File: src/rtl/core/ple_pkg.sv
// Shared types, widths and codes of the positional list engine.
package ple_pkg;

	localparam int SLOT_W       = 6;
	localparam int OP_W         = 2;
	localparam int POS_W        = 6;
	localparam int DATA_W       = 32;
	localparam int STATUS_W     = 3;
	localparam int LEN_W        = 6;
	localparam int CAPACITY_DEF = 32;

	typedef logic [SLOT_W-1:0]   slot_t;
	typedef logic [OP_W-1:0]     op_t;
	typedef logic [POS_W-1:0]    pos_t;
	typedef logic [DATA_W-1:0]   data_t;
	typedef logic [STATUS_W-1:0] status_t;
	typedef logic [LEN_W-1:0]    len_t;

	localparam slot_t NULL_SLOT = 6'd63;

	localparam op_t OP_APPEND = 2'd0;
	localparam op_t OP_INSERT = 2'd1;
	localparam op_t OP_DELETE = 2'd2;
	localparam op_t OP_DUMP   = 2'd3;

	localparam status_t ST_OK          = 3'd0;
	localparam status_t ST_NOT_CREATED = 3'd1;
	localparam status_t ST_BAD_POS     = 3'd2;
	localparam status_t ST_FULL        = 3'd3;
	localparam status_t ST_EMPTY       = 3'd4;

	typedef struct packed {
		logic  en;
		slot_t slot;
		data_t data;
	} ple_vwr_t;

	typedef struct packed {
		logic  en;
		slot_t slot;
		slot_t link;
	} ple_lwr_t;

	typedef struct packed {
		data_t value;
		slot_t next;
		slot_t prev;
	} ple_rd_t;

endpackage

File: src/rtl/core/ple_cmd_if.sv
// Command channel of the positional list engine.
interface ple_cmd_if;
	logic              valid;
	logic              ready;
	ple_pkg::op_t      operation;
	ple_pkg::pos_t     position;
	logic signed [ple_pkg::DATA_W-1:0] value;

	modport source(output valid, operation, position, value, input ready);
	modport sink(input valid, operation, position, value, output ready);
endinterface

File: src/rtl/core/ple_rsp_if.sv
// Response channel of the positional list engine.
interface ple_rsp_if;
	logic              valid;
	logic              ready;
	logic signed [ple_pkg::DATA_W-1:0] element;
	ple_pkg::status_t  status;
	logic              last;
	ple_pkg::len_t     length;

	modport source(output valid, element, status, last, length, input ready);
	modport sink(input valid, element, status, last, length, output ready);
endinterface

File: src/rtl/core/positional_list_engine.sv
// Top level of the positional list engine: command sequencer around the slot store.
//
// The block keeps an ordered list of signed 32-bit values in CAPACITY linked slots.
// Commands arrive on the cmd channel (operation, position, value); each transfer
// is one operation. Results leave on the rsp channel (element, status, last,
// length). Every command other than a dump of a non-empty list yields exactly one
// result with last set; a dump yields one result per element, head first.
// One command is worked on at a time; cmd.ready is high only while the block is
// idle. A rejected command goes straight to its result, and an append links its new
// slot after the tail without a walk. Insert and delete walk the next links from the
// head, reading each element passed through the walk and step states, before they
// link in or unlink their element. A dump reads and emits one element after another.
// The block returns to idle as its last result is loaded. The walk runs through the
// slot store's single read port, whose read is registered.
// Results are held in an output register; while the receiver stalls, the block can
// take one further command and then waits with its result, accepting nothing more.
// The asynchronous reset empties the list, frees all slots and clears the
// created flag; slot contents are not cleared.
module positional_list_engine #(
	parameter int CAPACITY = ple_pkg::CAPACITY_DEF
) (
	input  logic     clk,
	input  logic     arst_n,
	ple_cmd_if.sink  cmd,
	ple_rsp_if.source rsp
);
	import ple_pkg::*;

	localparam int   AW      = $clog2(CAPACITY);
	localparam len_t CAP_LEN = len_t'(CAPACITY);

	localparam logic [3:0] S_IDLE  = 4'd0;
	localparam logic [3:0] S_WALK  = 4'd1;
	localparam logic [3:0] S_WSTEP = 4'd2;
	localparam logic [3:0] S_LINK1 = 4'd3;
	localparam logic [3:0] S_LINK2 = 4'd4;
	localparam logic [3:0] S_DEL   = 4'd5;
	localparam logic [3:0] S_RESP  = 4'd6;
	localparam logic [3:0] S_DRD   = 4'd7;
	localparam logic [3:0] S_DEMIT = 4'd8;

	logic [3:0]            state_q;
	logic [CAPACITY-1:0]   free_q;
	slot_t                 head_q;
	slot_t                 tail_q;
	len_t                  count_q;
	logic                  created_q;
	logic                  rsp_valid_q;

	op_t                   op_q;
	data_t                 value_q;
	slot_t                 pred_q;
	slot_t                 cur_q;
	slot_t                 new_q;
	pos_t                  steps_q;
	len_t                  k_q;
	status_t               res_q;

	logic signed [DATA_W-1:0] element_q;
	status_t               status_q;
	logic                  last_q;
	len_t                  length_q;

	slot_t                 free_idx;
	logic                  cmd_fire;
	logic                  rsp_free;
	logic                  dump_last;
	logic                  emit_status;
	logic                  emit_dump;

	ple_vwr_t              val_wr;
	ple_lwr_t              nxt_wr;
	ple_lwr_t              prv_wr;
	ple_rd_t               rd;

	ple_store #(.CAPACITY(CAPACITY)) u_store (
		.clk    (clk),
		.rd_slot(cur_q),
		.val_wr (val_wr),
		.nxt_wr (nxt_wr),
		.prv_wr (prv_wr),
		.rd     (rd)
	);

	always_comb begin
		free_idx = NULL_SLOT;
		for (int i = CAPACITY - 1; i >= 0; i--) begin
			if (free_q[i]) begin
				free_idx = slot_t'(i);
			end
		end
	end

	assign cmd.ready   = (state_q == S_IDLE);
	assign cmd_fire    = cmd.valid && cmd.ready;
	assign rsp_free    = !rsp_valid_q || rsp.ready;
	assign dump_last   = (k_q == (count_q - len_t'(1)));
	assign emit_status = (state_q == S_RESP) && rsp_free;
	assign emit_dump   = (state_q == S_DEMIT) && rsp_free;

	always_comb begin
		val_wr = '{en: 1'b0, slot: new_q, data: value_q};
		nxt_wr = '{en: 1'b0, slot: new_q, link: cur_q};
		prv_wr = '{en: 1'b0, slot: new_q, link: pred_q};
		unique case (state_q)
			S_LINK1: begin
				val_wr.en = 1'b1;
				nxt_wr.en = 1'b1;
				prv_wr.en = 1'b1;
			end
			S_LINK2: begin
				nxt_wr = '{en: (pred_q != NULL_SLOT), slot: pred_q, link: new_q};
				prv_wr = '{en: (cur_q != NULL_SLOT), slot: cur_q, link: new_q};
			end
			S_DEL: begin
				nxt_wr = '{en: (rd.prev != NULL_SLOT), slot: rd.prev, link: rd.next};
				prv_wr = '{en: (rd.next != NULL_SLOT), slot: rd.next, link: rd.prev};
			end
			default: begin
			end
		endcase
	end

	// Control state.
	always_ff @(posedge clk or negedge arst_n) begin
		if (!arst_n) begin
			state_q     <= S_IDLE;
			free_q      <= '1;
			head_q      <= NULL_SLOT;
			tail_q      <= NULL_SLOT;
			count_q     <= '0;
			created_q   <= 1'b0;
			rsp_valid_q <= 1'b0;
		end else begin
			if (emit_status || emit_dump) begin
				rsp_valid_q <= 1'b1;
			end else if (rsp.ready) begin
				rsp_valid_q <= 1'b0;
			end
			unique case (state_q)
				S_IDLE: begin
					if (cmd_fire) begin
						unique case (cmd.operation)
							OP_APPEND: begin
								created_q <= 1'b1;
								state_q   <= (count_q >= CAP_LEN) ? S_RESP : S_LINK1;
							end
							OP_INSERT: begin
								if (!created_q || (cmd.position == '0)
										|| ({1'b0, cmd.position} > ({1'b0, count_q} + 7'd1))
										|| (count_q >= CAP_LEN)) begin
									state_q <= S_RESP;
								end else begin
									state_q <= S_WALK;
								end
							end
							OP_DELETE: begin
								if (!created_q || (count_q == '0) || (cmd.position == '0)
										|| (cmd.position > count_q)) begin
									state_q <= S_RESP;
								end else begin
									state_q <= S_WALK;
								end
							end
							OP_DUMP: begin
								state_q <= (count_q == '0) ? S_RESP : S_DRD;
							end
							default: begin
							end
						endcase
					end
				end
				S_WALK: begin
					if (steps_q != '0) begin
						state_q <= S_WSTEP;
					end else if (op_q == OP_DELETE) begin
						state_q <= S_DEL;
					end else begin
						state_q <= S_LINK1;
					end
				end
				S_WSTEP: begin
					state_q <= S_WALK;
				end
				S_LINK1: begin
					state_q <= S_LINK2;
				end
				S_LINK2: begin
					if (pred_q == NULL_SLOT) begin
						head_q <= new_q;
					end
					if (cur_q == NULL_SLOT) begin
						tail_q <= new_q;
					end
					free_q[new_q[AW-1:0]] <= 1'b0;
					count_q <= count_q + len_t'(1);
					state_q <= S_RESP;
				end
				S_DEL: begin
					if (rd.prev == NULL_SLOT) begin
						head_q <= rd.next;
					end
					if (rd.next == NULL_SLOT) begin
						tail_q <= rd.prev;
					end
					free_q[cur_q[AW-1:0]] <= 1'b1;
					count_q <= count_q - len_t'(1);
					state_q <= S_RESP;
				end
				S_RESP: begin
					if (rsp_free) begin
						state_q <= S_IDLE;
					end
				end
				S_DRD: begin
					state_q <= S_DEMIT;
				end
				S_DEMIT: begin
					if (rsp_free) begin
						state_q <= dump_last ? S_IDLE : S_DRD;
					end
				end
				default: begin
					state_q <= S_IDLE;
				end
			endcase
		end
	end

	// Working registers of the current command and the result register.
	always_ff @(posedge clk) begin
		unique case (state_q)
			S_IDLE: begin
				if (cmd_fire) begin
					op_q    <= cmd.operation;
					value_q <= cmd.value;
					new_q   <= free_idx;
					steps_q <= cmd.position - pos_t'(1);
					k_q     <= '0;
					res_q   <= ST_OK;
					if (cmd.operation == OP_APPEND) begin
						pred_q <= tail_q;
						cur_q  <= NULL_SLOT;
					end else begin
						pred_q <= NULL_SLOT;
						cur_q  <= head_q;
					end
					priority if (cmd.operation == OP_APPEND) begin
						if (count_q >= CAP_LEN) begin
							res_q <= ST_FULL;
						end
					end else if (cmd.operation == OP_DUMP) begin
						if (count_q == '0) begin
							res_q <= ST_EMPTY;
						end
					end else if (!created_q) begin
						res_q <= ST_NOT_CREATED;
					end else if (cmd.operation == OP_DELETE) begin
						if (count_q == '0) begin
							res_q <= ST_EMPTY;
						end else if ((cmd.position == '0) || (cmd.position > count_q)) begin
							res_q <= ST_BAD_POS;
						end
					end else begin
						if ((cmd.position == '0)
								|| ({1'b0, cmd.position} > ({1'b0, count_q} + 7'd1))) begin
							res_q <= ST_BAD_POS;
						end else if (count_q >= CAP_LEN) begin
							res_q <= ST_FULL;
						end
					end
				end
			end
			S_WSTEP: begin
				pred_q  <= cur_q;
				cur_q   <= rd.next;
				steps_q <= steps_q - pos_t'(1);
			end
			S_DEMIT: begin
				if (rsp_free) begin
					cur_q <= rd.next;
					k_q   <= k_q + len_t'(1);
				end
			end
			default: begin
			end
		endcase
		if (emit_status) begin
			element_q <= '0;
			status_q  <= res_q;
			last_q    <= 1'b1;
			length_q  <= count_q;
		end else if (emit_dump) begin
			element_q <= rd.value;
			status_q  <= ST_OK;
			last_q    <= dump_last;
			length_q  <= count_q;
		end
	end

	assign rsp.valid   = rsp_valid_q;
	assign rsp.element = element_q;
	assign rsp.status  = status_q;
	assign rsp.last    = last_q;
	assign rsp.length  = length_q;

endmodule

File: src/rtl/core/ple_store.sv
// Slot store: value, next-link and prev-link memories with registered read.
module ple_store #(
	parameter int CAPACITY = ple_pkg::CAPACITY_DEF
) (
	input  logic              clk,
	input  ple_pkg::slot_t    rd_slot,
	input  ple_pkg::ple_vwr_t val_wr,
	input  ple_pkg::ple_lwr_t nxt_wr,
	input  ple_pkg::ple_lwr_t prv_wr,
	output ple_pkg::ple_rd_t  rd
);
	import ple_pkg::*;

	localparam int AW = $clog2(CAPACITY);

	data_t val_mem [CAPACITY];
	slot_t nxt_mem [CAPACITY];
	slot_t prv_mem [CAPACITY];

	always_ff @(posedge clk) begin
		rd.value <= val_mem[rd_slot[AW-1:0]];
		rd.next  <= nxt_mem[rd_slot[AW-1:0]];
		rd.prev  <= prv_mem[rd_slot[AW-1:0]];
		if (val_wr.en) begin
			val_mem[val_wr.slot[AW-1:0]] <= val_wr.data;
		end
		if (nxt_wr.en) begin
			nxt_mem[nxt_wr.slot[AW-1:0]] <= nxt_wr.link;
		end
		if (prv_wr.en) begin
			prv_mem[prv_wr.slot[AW-1:0]] <= prv_wr.link;
		end
	end

endmodule
File: src/flat_wrapper.sv
// flat-port wrapper written by rule: the top's interface ports become plain ports
module positional_list_engine_flat import ple_pkg::*;
#(
	parameter int CAPACITY = ple_pkg::CAPACITY_DEF
)
  (clk, arst_n, cmd_valid, cmd_operation, cmd_position, cmd_value, cmd_ready, rsp_valid, rsp_element, rsp_status, rsp_last, rsp_length, rsp_ready);
  ple_cmd_if cmd_i ();
  ple_rsp_if rsp_i ();
  input  logic clk;
  input  logic arst_n;
  input wire logic [$bits(cmd_i.valid)-1:0] cmd_valid;
  input wire logic [$bits(cmd_i.operation)-1:0] cmd_operation;
  input wire logic [$bits(cmd_i.position)-1:0] cmd_position;
  input wire logic [$bits(cmd_i.value)-1:0] cmd_value;
  output wire logic [$bits(cmd_i.ready)-1:0] cmd_ready;
  output wire logic [$bits(rsp_i.valid)-1:0] rsp_valid;
  output wire logic [$bits(rsp_i.element)-1:0] rsp_element;
  output wire logic [$bits(rsp_i.status)-1:0] rsp_status;
  output wire logic [$bits(rsp_i.last)-1:0] rsp_last;
  output wire logic [$bits(rsp_i.length)-1:0] rsp_length;
  input wire logic [$bits(rsp_i.ready)-1:0] rsp_ready;
  assign cmd_i.valid = cmd_valid;
  assign cmd_i.operation = cmd_operation;
  assign cmd_i.position = cmd_position;
  assign cmd_i.value = cmd_value;
  assign cmd_ready = cmd_i.ready;
  assign rsp_valid = rsp_i.valid;
  assign rsp_element = rsp_i.element;
  assign rsp_status = rsp_i.status;
  assign rsp_last = rsp_i.last;
  assign rsp_length = rsp_i.length;
  assign rsp_i.ready = rsp_ready;
  positional_list_engine #(.CAPACITY(CAPACITY)) u_core (.clk(clk), .arst_n(arst_n), .cmd(cmd_i), .rsp(rsp_i));
endmodule
File: config.mk
export PLATFORM = sky130hd
export DESIGN_NAME = positional_list_engine_flat
export DESIGN_NICKNAME = d
export VERILOG_FILES = /design/src/rtl/core/ple_pkg.sv /design/src/rtl/core/ple_cmd_if.sv /design/src/rtl/core/ple_rsp_if.sv /design/src/rtl/core/positional_list_engine.sv /design/src/rtl/core/ple_store.sv /design/src/flat_wrapper.sv
export SDC_FILE = /design/constraint.sdc
export NUM_CORES = 2
export LEC_CHECK = 0
export ABC_AREA = 1
export BUFFER_PORTS_ARGS = -buffer_cell sky130_fd_sc_hd__buf_4
export CELL_PAD_IN_SITES_DETAIL_PLACEMENT = 0
export CELL_PAD_IN_SITES_GLOBAL_PLACEMENT = 2
export CORE_MARGIN = 2
export CORE_UTILIZATION = 39
export DETAILED_ROUTE_END_ITERATION = 10
export PLACE_DENSITY_LB_ADDON = 0.1
export REMOVE_ABC_BUFFERS = 1
export SYNTH_ARGS = -nofsm -noshare
export SYNTH_HDL_FRONTEND = slang
export SYNTH_HIERARCHICAL = 1
export SYNTH_SLANG_ARGS = --single-unit
File: constraint.sdc
create_clock -name clk -period 3.9 [get_ports clk]
set_clock_uncertainty 0.1 [all_clocks]
set_input_delay 0.39 -clock clk [delete_from_list [all_inputs] [get_ports clk]]
set_output_delay 0.39 -clock clk [all_outputs]
set_load 0.1 [all_outputs]
Yosys cells after proc, flatten, opt, wreduce, memory -nomap -nowiden
Memory sizes are Yosys's and may differ from the RTL's. A register that Yosys moved wholly into a read port is not among the register bits.
Cells that the tools add are included.
{"block": "totals", "ram_bits": 1408, "out_inout_bits": 44, "inputBits": 44, "n_memories": 3, "wordCells": 206, "reg_bits": 165}
{"block": "classes", "order_cmp": 7, "n_reduce_logical": 42, "n_bitwise": 3, "eq_ne": 28, "n_addsub": 6, "n_mux": 93}
{"memory": "u_core.u_store.val_mem", "depth": 32, "word_bits": 32, "rd": 1, "rd_ports_with_merged_regs": 1, "write_ports": 1, "line_no": "ple_store.sv:16", "text": "data_t val_mem [CAPACITY];"}
{"memory": "u_core.u_store.nxt_mem", "depth": 32, "word_bits": 6, "rd": 1, "rd_ports_with_merged_regs": 1, "write_ports": 1, "line_no": "ple_store.sv:17", "text": "slot_t nxt_mem [CAPACITY];"}
{"memory": "u_core.u_store.prv_mem", "depth": 32, "word_bits": 6, "rd": 1, "rd_ports_with_merged_regs": 1, "write_ports": 1, "line_no": "ple_store.sv:18", "text": "slot_t prv_mem [CAPACITY];"}
{"operator": "$mux W6", "count": 15}
{"operator": "$mux W5", "count": 15}
{"operator": "$pmux W6 S2", "count": 6}
{"operator": "$pmux W32 S2", "count": 1}
{"operator": "$mux W3", "count": 18}
{"operator": "$mux W4", "count": 12}
{"operator": "$pmux W11 S2", "count": 2}
{"operator": "$and A32 B32 Y32", "count": 1}
{"operator": "$not A32 Y32", "count": 1}
{"operator": "$or A32 B32 Y32", "count": 1}
{"operator": "$pmux W4 S8", "count": 1}
{"operator": "$reduce_or A31 Y1", "count": 1}
{"operator": "$eq A6 B6 Y1 const B", "count": 4}
{"operator": "$ne A6 B6 Y1 const B", "count": 4}
{"operator": "$pmux W6 S3", "count": 1}
{"operator": "$reduce_and A3 Y1", "count": 6}
{"operator": "$sub A6 B1 Y6 const B", "count": 3}
{"operator": "$eq A4 B3 Y1 const B", "count": 4}
{"operator": "$pmux W4 S4", "count": 1}
{"operator": "$reduce_or A16 Y1", "count": 1}
{"operator": "$mux W1", "count": 13}
{"operator": "$add A6 B1 Y6 const B", "count": 2}
{"operator": "$logic_not A6 Y1", "count": 2}
{"operator": "$lt A5 B6 Y1 const B", "count": 2}
{"operator": "28 further kinds", "count": 62}

Depth between registers and ports, before layout
{"block": "logic_depth", "word_depth": 31, "mapped_depth": 30, "depth_no_buf": 30}

Cells and area by module
The synthesis kept the hierarchy.
{"module": "ple_store", "cells_each": 4940, "instances": 1, "seq_area_each_um2": 43161.4, "area_per_inst_um2": 58023.1}
{"module": "positional_list_engine", "cells_each": 771, "instances": 1, "seq_area_each_um2": 4399.2, "area_per_inst_um2": 7669.9}

Worst setup path after synthesis
Ideal clock, no wire load.
{"block": "synth_timing", "path_type": "register to register", "startpoint": "register u_core.state_q[3]", "endpoint": "register u_core.pred_q[0] (enable)", "stages_incl_launch_ff": 8, "path_buffers": 0, "required_ns": 3.448, "period_less_slack_ns": 5.199, "t_arrival_ns": 4.747, "setup_slack_ns": -1.299, "path_cell_list": "dfrtp_1 -> nor2_1 -> inv_1 -> nor2_1 -> inv_1 -> nor2_1 -> inv_1 -> nand2_1"}
{"block": "synth_between", "elab_chain_cells": 4, "word_cells_on_any_way": 6}
{"element": "start: declaration", "line_no": "positional_list_engine.sv:42", "text": "logic [3:0] state_q;"}
{"element": "start signal: assignment", "line_no": "positional_list_engine.sv:146", "text": "state_q <= (count_q >= CAP_LEN) ? S_RESP : S_LINK1;"}
{"element": "start signal: assignment", "line_no": "positional_list_engine.sv:166", "text": "state_q <= (count_q == '0) ? S_RESP : S_DRD;"}
{"element": "start signal: assignment", "line_no": "positional_list_engine.sv:220", "text": "state_q <= dump_last ? S_IDLE : S_DRD;"}
{"element": "$logic_not A4 Y1 *", "line_no": "positional_list_engine.sv:94", "text": "assign cmd.ready = (state_q == S_IDLE);"}
{"element": "net cmd_ready", "line_no": "flat_wrapper.sv:15", "text": "output wire logic [$bits(cmd_i.ready)-1:0] cmd_ready;"}
{"element": "$logic_and A1 B1 Y1", "line_no": "positional_list_engine.sv:95", "text": "assign cmd_fire = cmd.valid && cmd.ready;"}
{"element": "$ne A2 B2 Y1 (no line)"}
{"element": "$reduce_and A2 Y1 (no line) *"}
{"element": "end signal: assignment", "line_no": "positional_list_engine.sv:242", "text": "pred_q <= tail_q;"}
{"element": "end signal: assignment", "line_no": "positional_list_engine.sv:275", "text": "pred_q <= cur_q;"}
{"element": "end: declaration", "line_no": "positional_list_engine.sv:52", "text": "slot_t pred_q;"}
The timed path passes the listed nets; every way through them passes the cells marked *.
A chain may end at the register's enable or synchronous reset.

==> impl_metrics.tcl <==
set metrics [dict create \
    status "finished, final reports clean" \
    grt_pass1_wl_um 285000 \
    io_pins 88 \
    crit_slowest_cell "o211ai_1" \
    placedCellCount 7858 \
    cts_resized 0 \
    antenna_found_initial 1 \
    cts_root_buffer "clkbuf_16" \
    io_buffers 87 \
    wirelength_um 194000 \
    path_cells "nor2_1, nand2_1, nor2_2, clkinv_1, o211ai_1, nand3_1, nor2_1" \
    worstPathArrival_ns 3.62 \
    syn_to_final_growth_pct 15.5 \
    path_clk_slew_ns 0.06 \
    layout_common_cells "2094 x nand2_1, 1484 x edfxtp_1, 1134 x nand3_1, 221 x buf_4, 181 x clkbuf_16" \
    post_cts_buffers 0 \
    layout.cells.most_common "nand2_1" \
    nNetsFinal 5934 \
    hpwl_um 104000 \
    synth.avg_cell_area_um2 11.5 \
    final_layout_size_suffix_gt1_frac 0.106 \
    p_seq_frac 0.381 \
    irDropWorstVdd_uv 606 \
    ys_warn_count 6 \
    relSlewSlack 0.190 \
    clockPowerShare 0.275 \
    cts_tree "done" \
    grt_max_degree 143 \
    min_period_over_period 0.840 \
    hp-class "primary input to async pin" \
    die_w_um 414 \
    pre_cts_ws_ns 0.598 \
    tightestPinTransition_ns 1.21 \
    drt-initial-drc-count 3848 \
    dieArea_um2 172000 \
    critPathMaxStageDelay_ns 0.61 \
    setup-violations-final 0 \
    drt_pass1_iterations 5 \
    grt_pass1_vias 42400 \
    final_cells 8236 \
    core_area_um2 167000 \
    rsz0062_at_grt "no" \
    crit_family "simple AND/OR/NAND/NOR gates" \
    critPathLaunchType "flop" \
    cp_num_buf_inv 1 \
    cts-buffers-inserted 177 \
    leakagePower_uw 0.0280 \
    power.switching_uw 23400 \
    crit_fanout 8 \
    timing.final.max_slew_violations 0 \
    combPwrFrac 0.345 \
    ant_nets 0 \
    fmax_mhz 305 \
    via_per_inst 5.19 \
    p_sw_frac 0.387 \
    maxCapViolations 0 \
    cts_sinks 1617 \
    netlist_area_um2 65700 \
    syn_inst 5707 \
    rrSetupSlack_ns 0.62 \
    finalWeightedCongestion 0.783 \
    initial_core_util 0.393 \
    vias 42700 \
    grt_use_total 0.224 \
    routedWlPerCell_um 23.5 \
    grt-ovfl-total 0 \
    hold_viol_final 0 \
    clkLatencyLatePin_ns 0.82 \
    fin_crit_ns 3.28 \
    die_h_um 414 \
    htree_num_levels 4 \
    required_ns 4.25 \
    p_int_uw 37100 \
    setup_ws_ns 0.625 \
    drc_errors 0 \
    cts_buffer_depth 3 \
    path_class "flop to flop" \
    cpMostUsedCell "nor2_1" \
    cp-end-kind "flop" \
    rows 150 \
    cellPowerDensity_nw_per_um2 799 \
]
## final cells by class
cell class	count	area, µm²
Tap cell	2204	2760
Multi-Input combinational cell	3666	16400
Clock inverter	84	820
Clock buffer	251	4960
Fill cell	15500	91400
Inverter	106	438
Antenna cell	3	7.51
Timing Repair Buffer	305	2940
Sequential cell	1617	47600
## final timing paths
kind | start | end | cells past startpoint
hold / removal | arst_n | u_core/rsp.valid$_DFFE_PN0P_ | 2
max in group asynchronous | arst_n | u_core/state_q[2]$_DFFE_PN0P_ | 2
setup reg to reg | u_core/state_q[3]$_DFFE_PN0P_ | u_core/u_store/prv_mem[23][5]$_DFFE_PP_ | 7
hold reg to reg | u_core/u_store/rd[26]$_DFF_P_ | u_core/rsp.element[14]$_SDFFE_PP0P_ | 1
setup / recovery | u_core/state_q[3]$_DFFE_PN0P_ | u_core/u_store/prv_mem[23][5]$_DFFE_PP_ | 7
min in group clk | cmd_position[4] | u_core/steps_q[4]$_DFFE_PP_ | 4
## per-layer routing
metal / global-route usage / vias up / share of wire
li1: - / 20300 / -
met1: 0.300 / 21200 / 0.44
met2: 0.378 / 948 / 0.49
met3: 0.0308 / 270 / 0.040
met4: 0.0680 / 0 / 0.027
met5: 0 / - / 0
## registers in the layout (all words and copies together) (netlist names), 32 cells and up
name / flops
u_core/rsp.element: 32
u_core/u_store/rd: 44
u_core/free_q: 32
u_core/value_q: 32
u_core/u_store/nxt_mem: 192
u_core/u_store/prv_mem: 192
u_core/u_store/val_mem: 1024
## power by group through the flow
stage | combinational (µW) | clock [µW] | sequential (µW)
6_report | 20900 | 16600 | 23000
4_1_cts | 21300 | 17100 | 23100
3_5_place_dp | 21200 | 0 | 23400
2_1_floorplan | 8800 | 0 | 24600
5_1_grt | 23200 | 17700 | 23200
3_3_place_gp | 21300 | 0 | 23400
## repair_timing
item / in CTS / in global routing
hold buffers: 40 / 0
hold endpoints to repair: 102 / 0
endpoints found under the setup margin: 0 / 0
## stage by stage
step           utilization  total power, µW  setup TNS, ns  instance area, µm²  hold WS, ns
4_1_cts              0.453            61500              0               75800       0.0405
3_3_place_gp         0.417            44700              0               69700        0.329
3_5_place_dp         0.417            44600              0               69700        0.334
6_report             0.454            60600              0               75800       0.0858
5_1_grt              0.453            64200              0               75800        0.105
2_1_floorplan            -            33400       -3992.62               64100     -0.00559
Power figures use the tool's default switching activity.
